$ cat src/rtl/core/sseg_pkg.sv
// Package for the seven-segment message scanner.
// Holds the item and result types, mode codes, glyph tables and divider constants.
// No dependencies.
package sseg_pkg;

	localparam int unsigned DIGIT_COUNT = 8;
	localparam int unsigned MODE_COUNT = 6;
	localparam int unsigned CLOCK_DIGITS = 4;

	localparam logic [2:0] KIND_DONE = 3'd0;
	localparam logic [2:0] KIND_SELECT = 3'd1;
	localparam logic [2:0] KIND_DASHES = 3'd2;
	localparam logic [2:0] KIND_STOP = 3'd3;
	localparam logic [2:0] KIND_MMSS = 3'd4;
	localparam logic [2:0] KIND_MMSS_BLINK = 3'd5;

	localparam logic [7:0] DASH_GLYPH = 8'hfd;
	localparam logic [7:0] POINT_MASK = 8'hfe;
	localparam logic [7:0] BLANK_GLYPH = 8'hff;

	// Reciprocal multipliers, exact for every 16-bit dividend.
	localparam logic [15:0] RECIP_10 = 16'd52429;
	localparam int unsigned SHIFT_10 = 19;
	localparam logic [15:0] RECIP_60 = 16'd34953;
	localparam int unsigned SHIFT_60 = 21;
	localparam logic [16:0] RECIP_600 = 17'd111849;
	localparam int unsigned SHIFT_600 = 26;
	localparam logic [16:0] RECIP_3600 = 17'd74566;
	localparam int unsigned SHIFT_3600 = 28;

	typedef struct packed {
		logic [2:0] kind;
		logic [15:0] seconds;
		logic [3:0] select_value;
	} sseg_item_t;

	typedef struct packed {
		logic [2:0] digit_index;
		logic [7:0] segments;
	} sseg_result_t;

	function automatic logic [7:0] num_glyph(input logic [3:0] value);
		logic [7:0] g;
		case (value)
			4'd0: g = 8'h03;
			4'd1: g = 8'h9f;
			4'd2: g = 8'h25;
			4'd3: g = 8'h0d;
			4'd4: g = 8'h99;
			4'd5: g = 8'h49;
			4'd6: g = 8'h41;
			4'd7: g = 8'h1b;
			4'd8: g = 8'h01;
			4'd9: g = 8'h19;
			4'd10: g = 8'hfe;
			default: g = BLANK_GLYPH;
		endcase
		return g;
	endfunction

	function automatic logic [7:0] select_glyph(input logic [2:0] pos);
		logic [7:0] g;
		case (pos)
			3'd0: g = 8'h49;
			3'd1: g = 8'h61;
			3'd2: g = 8'he3;
			3'd3: g = 8'h61;
			3'd4: g = 8'h63;
			3'd5: g = 8'h73;
			3'd6: g = 8'h03;
			default: g = BLANK_GLYPH;
		endcase
		return g;
	endfunction

	function automatic logic [7:0] done_glyph(input logic [1:0] pos);
		logic [7:0] g;
		case (pos)
			2'd0: g = 8'h85;
			2'd1: g = 8'hc5;
			2'd2: g = 8'hd5;
			default: g = 8'h61;
		endcase
		return g;
	endfunction

	function automatic logic [7:0] stop_glyph(input logic [1:0] pos);
		logic [7:0] g;
		case (pos)
			2'd0: g = 8'h49;
			2'd1: g = 8'h1f;
			2'd2: g = 8'h03;
			default: g = 8'h31;
		endcase
		return g;
	endfunction

endpackage

$ cat src/rtl/core/seven_segment_message_scanner_top.sv
// Top level of the seven-segment message scanner: one input register stage and one result stage.
// Depends on sseg_pkg for the transaction types, mode codes and glyph tables.
//
//   channel   valid          stall          payload
//   input     item_valid     item_stall     item   (sseg_item_t)
//   output    result_valid   result_stall   result (sseg_result_t)
//
// Every input transaction produces exactly one result transaction, registered through the _s1 and then the _s2 stage.
// A new transaction is taken every cycle unless item_stall is high; the per-mode scan position is read and
// advanced at acceptance, and the digit arithmetic runs between the _s1 and _s2 registers.
// Reset clears all scan positions and both stage valid bits.
// A stalled output holds the result, and the input stalls only when both stages are full.
module seven_segment_message_scanner_top
	import sseg_pkg::*;
(
	input  logic         clk,
	input  logic         arst_n,
	input  logic         item_valid,
	output logic         item_stall,
	input  sseg_item_t   item,
	output logic         result_valid,
	input  logic         result_stall,
	output sseg_result_t result
);

	logic [2:0] scan_position_q [MODE_COUNT];

	logic valid_s1;
	logic [2:0] kind_s1;
	logic [15:0] seconds_s1;
	logic [3:0] select_value_s1;
	logic [2:0] pos_s1;

	logic valid_s2;
	sseg_result_t result_s2;

	logic advance_s1;
	logic accept;
	logic kind_ok;
	logic [2:0] pos_raw;
	logic [2:0] pos_msg;
	logic [2:0] pos_next;

	logic [31:0] prod_10;
	logic [31:0] prod_60;
	logic [32:0] prod_600;
	logic [32:0] prod_3600;
	logic [12:0] q10;
	logic [10:0] q60;
	logic [6:0] q600;
	logic [4:0] q3600;
	logic [15:0] rem_sec_ones;
	logic [12:0] rem_sec_tens;
	logic [10:0] rem_min_ones;
	logic [6:0] rem_min_tens;
	logic [3:0] clock_digit;
	logic [1:0] clock_pos;
	sseg_result_t result_d;

	assign advance_s1 = !valid_s2 || !result_stall;
	assign item_stall = valid_s1 && !advance_s1;
	assign accept = item_valid && !item_stall;

	assign kind_ok = (item.kind <= KIND_MMSS_BLINK);
	assign pos_raw = kind_ok ? scan_position_q[item.kind] : 3'd0;

	always_comb begin
		pos_msg = (32'(pos_raw) >= DIGIT_COUNT) ? 3'd0 : pos_raw;
		if (item.kind >= KIND_MMSS) begin
			pos_next = (32'(pos_raw[1:0]) + 32'd1 >= CLOCK_DIGITS)
				? 3'd0 : {1'b0, pos_raw[1:0] + 2'd1};
		end else begin
			pos_next = (32'(pos_msg) + 32'd1 >= DIGIT_COUNT) ? 3'd0 : pos_msg + 3'd1;
		end
	end

	always_ff @(posedge clk or negedge arst_n) begin
		if (!arst_n) begin
			for (int i = 0; i < MODE_COUNT; i++) begin
				scan_position_q[i] <= 3'd0;
			end
		end else if (accept && kind_ok) begin
			scan_position_q[item.kind] <= pos_next;
		end
	end

	always_ff @(posedge clk or negedge arst_n) begin
		if (!arst_n) begin
			valid_s1 <= 1'b0;
		end else if (advance_s1 || !valid_s1) begin
			valid_s1 <= accept;
		end
	end

	always_ff @(posedge clk) begin
		if (accept) begin
			kind_s1 <= item.kind;
			seconds_s1 <= item.seconds;
			select_value_s1 <= item.select_value;
			pos_s1 <= (item.kind >= KIND_MMSS) ? {1'b0, pos_raw[1:0]} : pos_msg;
		end
	end

	assign prod_10 = 32'(seconds_s1) * 32'(RECIP_10);
	assign prod_60 = 32'(seconds_s1) * 32'(RECIP_60);
	assign prod_600 = 33'(seconds_s1) * 33'(RECIP_600);
	assign prod_3600 = 33'(seconds_s1) * 33'(RECIP_3600);
	assign q10 = prod_10[SHIFT_10 +: 13];
	assign q60 = prod_60[SHIFT_60 +: 11];
	assign q600 = prod_600[SHIFT_600 +: 7];
	assign q3600 = prod_3600[SHIFT_3600 +: 5];

	assign rem_sec_ones = seconds_s1 - 16'(q10) * 16'd10;
	assign rem_sec_tens = q10 - 13'(q60) * 13'd6;
	assign rem_min_ones = q60 - 11'(q600) * 11'd10;
	assign rem_min_tens = q600 - 7'(q3600) * 7'd6;

	assign clock_pos = pos_s1[1:0];

	always_comb begin
		case (clock_pos)
			2'd0: clock_digit = rem_sec_ones[3:0];
			2'd1: clock_digit = rem_sec_tens[3:0];
			2'd2: clock_digit = rem_min_ones[3:0];
			default: clock_digit = rem_min_tens[3:0];
		endcase
	end

	always_comb begin
		result_d.digit_index = pos_s1;
		result_d.segments = BLANK_GLYPH;
		case (kind_s1)
			KIND_DONE: begin
				result_d.segments = done_glyph(pos_s1[1:0]);
			end
			KIND_SELECT: begin
				if (32'(pos_s1) < DIGIT_COUNT - 1) begin
					result_d.segments = select_glyph(pos_s1);
				end else begin
					result_d.segments = num_glyph(select_value_s1);
				end
			end
			KIND_DASHES: begin
				result_d.segments = DASH_GLYPH;
			end
			KIND_STOP: begin
				result_d.segments = stop_glyph(pos_s1[1:0]);
			end
			KIND_MMSS, KIND_MMSS_BLINK: begin
				result_d.digit_index = 3'd3 - pos_s1;
				result_d.segments = num_glyph(clock_digit);
				if (kind_s1 == KIND_MMSS_BLINK && clock_pos == 2'd1 && seconds_s1[0]) begin
					result_d.segments = num_glyph(clock_digit) & POINT_MASK;
				end
			end
			default: begin
				result_d.digit_index = 3'd0;
				result_d.segments = BLANK_GLYPH;
			end
		endcase
	end

	always_ff @(posedge clk or negedge arst_n) begin
		if (!arst_n) begin
			valid_s2 <= 1'b0;
		end else if (advance_s1) begin
			valid_s2 <= valid_s1;
		end
	end

	always_ff @(posedge clk) begin
		if (advance_s1 && valid_s1) begin
			result_s2 <= result_d;
		end
	end

	assign result_valid = valid_s2;
	assign result = result_s2;

endmodule

$ cat config.mk
export PLATFORM = sky130hd
export DESIGN_NAME = seven_segment_message_scanner_top
export DESIGN_NICKNAME = d
export VERILOG_FILES = /design/src/rtl/core/sseg_pkg.sv /design/src/rtl/core/seven_segment_message_scanner_top.sv
export SDC_FILE = /design/constraint.sdc
export NUM_CORES = 1
export LEC_CHECK = 0
export BUFFER_PORTS_ARGS = -buffer_cell sky130_fd_sc_hd__buf_2
export CORE_ASPECT_RATIO = 0.8
export CORE_UTILIZATION = 55
export CTS_BUF_LIST = sky130_fd_sc_hd__clkbuf_8
export CTS_CLUSTER_DIAMETER = 120
export DETAILED_ROUTE_END_ITERATION = 8
export PLACE_DENSITY = 0.71
export SYNTH_ARGS = -nofsm -noshare
export SYNTH_HDL_FRONTEND = slang
export SYNTH_SLANG_ARGS = --single-unit
$ cat constraint.sdc
create_clock -name clk -period 10.55 [get_ports clk]
set_input_delay 0.5275 -clock clk [delete_from_list [all_inputs] [get_ports clk]]
set_output_delay 0.5275 -clock clk [all_outputs]
set_load 0.05 [all_outputs]
==> run summary, run 1 <==
The run finished with clean final reports. The cell area after synthesis is 0.0157 mm2. CTS built an H-tree with a depth of 3. The startpoint identified for the worst register-to-register timing path is seconds_s1[5]. The synthesized netlist cell count came out at 1516. The placed instance area came out at 0.0164 mm2. The detail route stage leaves a number of antenna-violating nets equal to 0. The first detailed-routing pass ran for 5 iterations.

The fmax came out at 114 MHz. The number of maximum-capacitance constraint violations is 0. Sorting the synthesized cells by area gives the leading types as sky130_fd_sc_hd__ha_1, sky130_fd_sc_hd__fa_1, sky130_fd_sc_hd__inv_1. The endpoint identified for the worst register-to-register timing path is result[3].

The average wire length per cell after detail routing is 20.2 um. The number of buffers between clock root and the deepest sink came out at 2. For this run, the post-layout net count is 2209. In the final layout, the share of cells above drive strength 1 is 5.69%. The startpoint type of the worst setup path is a flip-flop. Entering global routing, the biggest net connects 29 pins. The total detailed-routing wirelength came out at 39.0 mm. The TritonCTS clock tree is yes. The worst hold path belongs to the class in2async.

The total of cells resized after clock tree synthesis is 0. For this block, the initial DRC count from the detailed router was 701. The met1 routed wirelength after detailed routing came out at 17.9 mm. Counting flops with a built-in enable in the synthesized netlist gives 37. The post-CTS setup buffer count came out at 0.

The number of antenna violations at the first check in global routing came to 0. The biggest area contributor in the post-synthesis netlist is sky130_fd_sc_hd__ha_1. The amount of wire on met3 after detailed routing came out at 3.79 mm.

The share of the synthesized area in the top cell type came out at 30.6%. The largest fanout on the critical path is 15. The clock insertion delay at the later pin of the skew report is 0.35 ns. The number of global-route vias before repair came out at 11630.

The starting density of the core is 56.8%. The sum of met2 wire segment lengths after detailed routing is 16.4 mm. CTS placed an instance of sky130_fd_sc_hd__clkbuf_8 at the clock tree root. The number of diodes added for antenna fixing is 0.

Setup violations remaining at the end of the flow were counted as 0. The floorplan row count is 54. The HPWL after detailed placement is 34.1 mm. The largest incremental delay on the critical path came out at 0.81 ns. The headroom to the max-slew limit came out at 17.1%. The final standard cell area without fillers is 0.0166 mm2.

The wire length of the first global-routing pass came out at 62.9 mm. The cell depth of the worst flop-to-flop path is 31. The die covers 0.0292 mm2.

The minimum setup slack among reg-to-reg paths came out at 1.74 ns. Yosys mapped the design onto 69 distinct sky130hd cell types. The DRC violations left is 0. The overall fraction of global-route tracks in use came out at 28.5%.

The number of nets in the synthesized netlist is 2165. The highest metal layer used by the detailed router is met4. Counting flops and latches in the post-synthesis netlist gives 65. From bottom edge to top edge, the die measures 153 um. The count of input and output buffers came out at 39. The class of the most critical setup path is reg2reg. The number of CTS-inserted buffers came out at 9. Summed over all layers, the global routing overflow is 0. The accumulated negative setup slack is 0 ns.

The clock transition at the registers of the reported paths came out at 0.08 ns. The final-layout fill cell count is 2317. The element type at the critical path end is a flip-flop. The area added between synthesis and finish came out at 5.51%.

The count of warnings emitted by yosys is 0. The prevailing post-synth register cell is sky130_fd_sc_hd__edfxtp_1. The smallest clock period supported by the final layout is computed as 8.81 ns. The area of the core region came out at 0.0276 mm2. For the final database, setup skew stands at 0.0143 ns. The max-slew violation count is 0.

The post-synthesis async set-or-reset flop share came out at 30.8%. The clock net in this run drives a total of 65 sinks. The overall via count from detail_route came out at 10943.

In this run the horizontal extent of the chip is 191 um. Setup repair after global routing left no endpoint under its margin. The final clock period utilization by the worst path is 83.5%. The count of boundary I/O pins is 40. The post-synthesis area per instance came out at 10.4 um2.

The final hold violation count is 0. Leaving out fill and tap cells, the most frequent cell in the layout is sky130_fd_sc_hd__inv_1. The transition time of the tightest slew-check pin is 1.24 ns. The data arrival time of the critical path came out at 8.90 ns. The critical-path cell with the highest stage delay is sky130_fd_sc_hd__edfxtp_1. The library cells used most frequently in the layout, excluding fill and tap cells, are sky130_fd_sc_hd__inv_1, sky130_fd_sc_hd__ha_1, sky130_fd_sc_hd__fa_1. The weighted congestion at the end of routability-driven global placement came out at 0.995.

At the worst endpoint, the required time is 10.64 ns. The ratio of routed vias to standard cells is 5.67. Hold repair after CTS inserted 0 buffers. The post-synthesis sequential area ratio came out at 11.3%.
## cells by family (layout without fill, tap and decap cells)
| logic type | after synthesis | count (layout) | share of synthesized area, % |
|---|---|---|---|
| muxes | 21 | 21 | 1.40 |
| DFF | 65 | 65 | 11.3 |
| adders and majority gates | 622 | 622 | 60.9 |
| xor gates and xnor gates | 49 | 49 | 3.00 |
| and+or+nand+nor | 157 | 157 | 4.96 |
| buffers and inverters | 401 | 450 | 9.58 |
| AOI/OAI and AO/OA | 201 | 201 | 8.85 |
## cell type report
type	count	area, um2	area share, %
Clock buffer	10	138	0.831
Tap cell	364	455	2.75
Clock inverter	6	66.3	0.400
Multi-Input combinational cell	1050	12400	75.0
Inverter	386	1450	8.74
Timing Repair Buffer	48	263	1.59
Sequential cell	65	1770	10.7
## synthesized netlist by cell type (4+ instances only)
| cell type | n |
|---|---|
| sky130_fd_sc_hd__o21ai_0 | 29 |
| sky130_fd_sc_hd__xor2_1 | 9 |
| sky130_fd_sc_hd__ha_1 | 384 |
| sky130_fd_sc_hd__dfrtp_1 | 20 |
| sky130_fd_sc_hd__nand2b_1 | 8 |
| sky130_fd_sc_hd__o211ai_1 | 6 |
| sky130_fd_sc_hd__and2_1 | 6 |
| sky130_fd_sc_hd__mux2i_1 | 13 |
| sky130_fd_sc_hd__a21boi_0 | 4 |
| sky130_fd_sc_hd__fa_1 | 238 |
| sky130_fd_sc_hd__mux2_2 | 8 |
| sky130_fd_sc_hd__o31ai_1 | 8 |
| sky130_fd_sc_hd__o22ai_1 | 5 |
| sky130_fd_sc_hd__nand3_1 | 16 |
| sky130_fd_sc_hd__inv_1 | 386 |
| sky130_fd_sc_hd__nor2_1 | 31 |
| sky130_fd_sc_hd__a31oi_1 | 6 |
| sky130_fd_sc_hd__xnor2_1 | 37 |
| sky130_fd_sc_hd__a21o_1 | 29 |
| sky130_fd_sc_hd__dfxtp_1 | 8 |
| sky130_fd_sc_hd__clkbuf_1 | 15 |
| sky130_fd_sc_hd__edfxtp_1 | 37 |
| sky130_fd_sc_hd__o21ai_1 | 5 |
| sky130_fd_sc_hd__a21oi_1 | 62 |
| sky130_fd_sc_hd__a211oi_1 | 6 |
| sky130_fd_sc_hd__nor3_1 | 9 |
| sky130_fd_sc_hd__nand4_1 | 16 |
| sky130_fd_sc_hd__o21a_1 | 5 |
| sky130_fd_sc_hd__nand2_1 | 48 |
| sky130_fd_sc_hd__nor2b_1 | 5 |
## worst max-delay path, delay by kind of cell (launching register included)
| family | cells | cell delay [ns] |
|---|---|---|
| adders and majority gates | 9 | 3.85 |
| xor gates and xnor gates | 6 | 1.43 |
| AOI/OAI and AO/OA | 8 | 1.36 |
| DFF | 1 | 0.81 |
| and+or+nand+nor | 3 | 0.60 |
| buffers and inverters | 5 | 0.51 |
## through the flow
stage               utilization (%)  hold slack (ns)  setup slack (ns)  instances
finish                         60.0            0.118              1.74       1929
global route                   60.0            0.134              1.30       1929
CTS                            60.0            0.109              1.75       1929
detailed placement             59.2            0.471              1.77       1913
global placement               59.2            0.461              1.91       1913
floorplan                         -            0.232              2.62       1516
## how the worst max path moves through the flow
stage,depth (start not counted),endpoint,slack [ns],start
finish,31,result[3],1.74,seconds_s1[5]
global route,31,result[3],1.30,seconds_s1[5]
CTS,31,result[3],1.75,seconds_s1[5]
detailed placement,30,result[3],1.77,seconds_s1[5]
global placement,30,result[3],1.91,seconds_s1[5]
floorplan,30,result[3],2.62,seconds_s1[14]
## routing by layer
metal | vias to the layer above | GRT usage, %
met2 | 394 | 42.0
li1 | 5066 | -
met1 | 5429 | 42.2
met5 | - | 0
met3 | 54 | 6.87
met4 | 0 | 6.36
Power of run 1 is left out: the tool's default activity adds up to more than one toggle a clock period on the data nets, which glitch-free logic cannot reach.
==> run 2, diff against run 1 <==
--- a/config.mk
+++ b/config.mk
@@ -11,7 +11,7 @@
 export CTS_BUF_LIST = sky130_fd_sc_hd__clkbuf_8
 export CTS_CLUSTER_DIAMETER = 120
 export DETAILED_ROUTE_END_ITERATION = 8
-export PLACE_DENSITY = 0.71
+export PLACE_DENSITY = 0.73
 export SYNTH_ARGS = -nofsm -noshare
 export SYNTH_HDL_FRONTEND = slang
 export SYNTH_SLANG_ARGS = --single-unit
==> constraint.sdc (replaced) <==
create_clock -name clk -period 7.5 [get_ports clk]
set_input_delay 0.375 -clock clk [delete_from_list [all_inputs] [get_ports clk]]
set_output_delay 0.375 -clock clk [all_outputs]
set_load 0.05 [all_outputs]
==> run summary, run 2 (synthesis gave the netlist of run 1 again) <==
The overall via count from detail_route came out at 11736 (+7.2%). The DRC violations left came out at 0 (unchanged). The sum of met2 wire segment lengths after detailed routing came to 18.2 mm (+11%).

The full die area came out at 0.0292 mm2 (unchanged). The placed wire-length estimate is 37.2 mm (+9.1%). The count of boundary I/O pins came to 40 (unchanged). The met1 routed wirelength after detailed routing came out at 19.2 mm (+7.2%). The footprint of the multi-input gates is 0.0128 mm2 (+2.7%). The clock transition at the registers of the reported paths is 0.09 ns (about the same). The overflow left after global routing came out at 0 (unchanged). The ratio of routed vias to standard cells came to 5.55 (-2.1%). The path class of the tightest hold or removal check is in2reg. The worst hold slack came out at 0.173 ns (+0.0553 ns).

In the layout the commonest cells are sky130_fd_sc_hd__inv_1, sky130_fd_sc_hd__ha_1, sky130_fd_sc_hd__fa_1. The area taken by flip-flops and latches came out at 0.00177 mm2 (unchanged). The clock insertion delay at the later pin of the skew report came out at 0.38 ns (+0.03 ns). The residual antenna-violating net count after detailed routing is 0 (unchanged). The run finished, with violations left.

Compared with the post-synthesis result, the final layout area differs by 16.7%. The worst setup slack after layout came out at -0.253 ns (-1.99 ns). The worst clock skew is 0.0109 ns (-0.00341 ns). The floorplan row count is 54 (unchanged). The startpoint type of the worst setup path is a flip-flop. Setup repair after global routing could not meet its margin everywhere. The final hold violation count came out at 0 (unchanged). The starting density of the core is 56.8% (unchanged). The most common cell after layout, fill and taps aside is sky130_fd_sc_hd__inv_1. The area of the core region came out at 0.0276 mm2 (unchanged). The number of failing setup endpoints in the final timing report is 8 (+8).

The cell family contributing the most delay on the critical path is adder cells. The number of global-route vias before repair came out at 12384 (+6.5%). The maximum number of pins on one net before global-route repair is 29 (unchanged).

The element type at the critical path end is a flip-flop. The max-slew violation count is 0 (unchanged). The number of buffers between clock root and the deepest sink is 2 (unchanged). The headroom to the max-slew limit came out at 20.9% (+3.9 points). In this run the top signal layer used is met4. The overall fraction of global-route tracks in use came out at 30.7% (+2.2 points). The wire length of the first global-routing pass came out at 67.7 mm (+7.7%).

TritonCTS built the clock tree. The transition time of the tightest slew-check pin is 1.18 ns (-0.0579 ns). The root cell of the clock tree is sky130_fd_sc_hd__clkbuf_8.

The fmax is 129 MHz (+14%). The final clock period utilization by the worst path came to 103% (+20 points). The average wire length per cell after detail routing came out at 19.9 um (-1.4%). The largest fanout on the critical path is 5 (-10). The final critical path time including I/O delays and setup is 7.75 ns (-1.06 ns). The fraction of layout cells with a size suffix above 1 came out at 19.1% (+13 points). The total detailed-routing wirelength is 42.1 mm (+8.0%). The number of sinks handled by clock tree synthesis came out at 65 (unchanged). The H-tree depth came out at 3 (unchanged). The buffers plus inverters on the worst setup path came out at 6 (+1).

The most numerous cell type found on the critical path is sky130_fd_sc_hd__fa_1. The largest incremental delay on the critical path came out at 0.55 ns (-0.26 ns). The total number of nets in the final design is 2393 (+8.3%). The number of DRC markers after the initial detailed-route iteration is 849 (+21%). The die boundary height came out at 153 um (unchanged).

The number of maximum-capacitance constraint violations is 0 (unchanged). The minimum setup slack among reg-to-reg paths is -0.25 ns (-1.99 ns). The first-pass iteration count of the detailed router came out at 5 (unchanged). The weighted congestion at the end of routability-driven global placement is 0.968 (-2.7%). The amount of wire on met3 after detailed routing was 3.84 mm (+1.5%). The number of CTS-inserted buffers was 9 (unchanged). The die outline width is 191 um (unchanged). The critical path required time came to 7.62 ns (-3.02 ns).

On the critical path, the stage with the largest delay is an instance of sky130_fd_sc_hd__fa_1. The final-layout fill cell count came out at 2148 (-7.3%). The number of diodes added for antenna fixing is 0 (unchanged). The count of input and output buffers came to 39 (unchanged). The critical path in this run is classified as reg2reg. The data arrival time of the critical path came to 7.87 ns (-1.03 ns). The number of antenna violations at the first check in global routing was 0 (unchanged).

The checks that failed: setup timing.
## run 2: cell count changes in the layout (fill, tap and decap cells not counted), moves of 7 or more
| cell | previous run | this run |
|---|---|---|
| sky130_fd_sc_hd__buf_4 | 9 | 185 |
| sky130_fd_sc_hd__ha_1 | 384 | 369 |
| sky130_fd_sc_hd__inv_1 | 387 | 375 |
| sky130_fd_sc_hd__inv_2 | 0 | 10 |
| sky130_fd_sc_hd__ha_4 | 0 | 8 |
| sky130_fd_sc_hd__ha_2 | 0 | 7 |
## run 2: final cells by class
class	count	share of cell area (%)
inverters	386	7.92
repair buffers	232	9.17
flip-flops and latches	65	9.66
clock inverters	7	0.444
well taps	364	2.48
clock buffers	9	0.676
multi-input cells	1050	69.6
## run 2: worst paths after layout
kind	startpoint	end	cells after the start
setup / recovery	seconds_s1[3]	result[3]	31
hold / removal	item[4]	seconds_s1[0]	1
setup reg to reg	seconds_s1[3]	result[3]	31
hold reg to reg	scan_position_q[11]	scan_position_q[11]	2
max in group asynchronous	arst_n	scan_position_q[8]	2
min in group asynchronous	arst_n	scan_position_q[17]	2
## run 2: stage by stage
step	util, %	TNS (ns)	worst slack [ns]	instance area (um2)	std cells
2_1_floorplan	-	0	0.0148	15800	1516
3_3_place_gp	63.8	-1.43	-0.240	17600	2070
3_5_place_dp	63.8	-3.01	-0.406	17600	2070
4_1_cts	65.6	-1.74	-0.273	18100	2103
5_1_grt	66.3	-3.99	-0.537	18300	2113
6_report	66.3	-1.70	-0.253	18300	2113
## run 2: layer usage
metal / vias up / global-route usage, %
li1: 5436 / -
met1: 5819 / 45.0
met2: 431 / 45.8
met3: 50 / 7.65
met4: 0 / 6.44
met5: - / 0
## run 2: repair_timing
| item | 4_1_cts | 5_1_grt |
|---|---|---|
| hold buffers | 1 | 0 |
| pin swaps | 56 | 32 |
| cloned | 0 | 0 |
| endpoints found under the setup margin | 8 | 8 |
| hold endpoints to repair | 20 | 0 |
| gates resized for setup | 36 | 29 |
| setup buffers | 16 | 10 |
Power of run 2 is left out for the same reason.
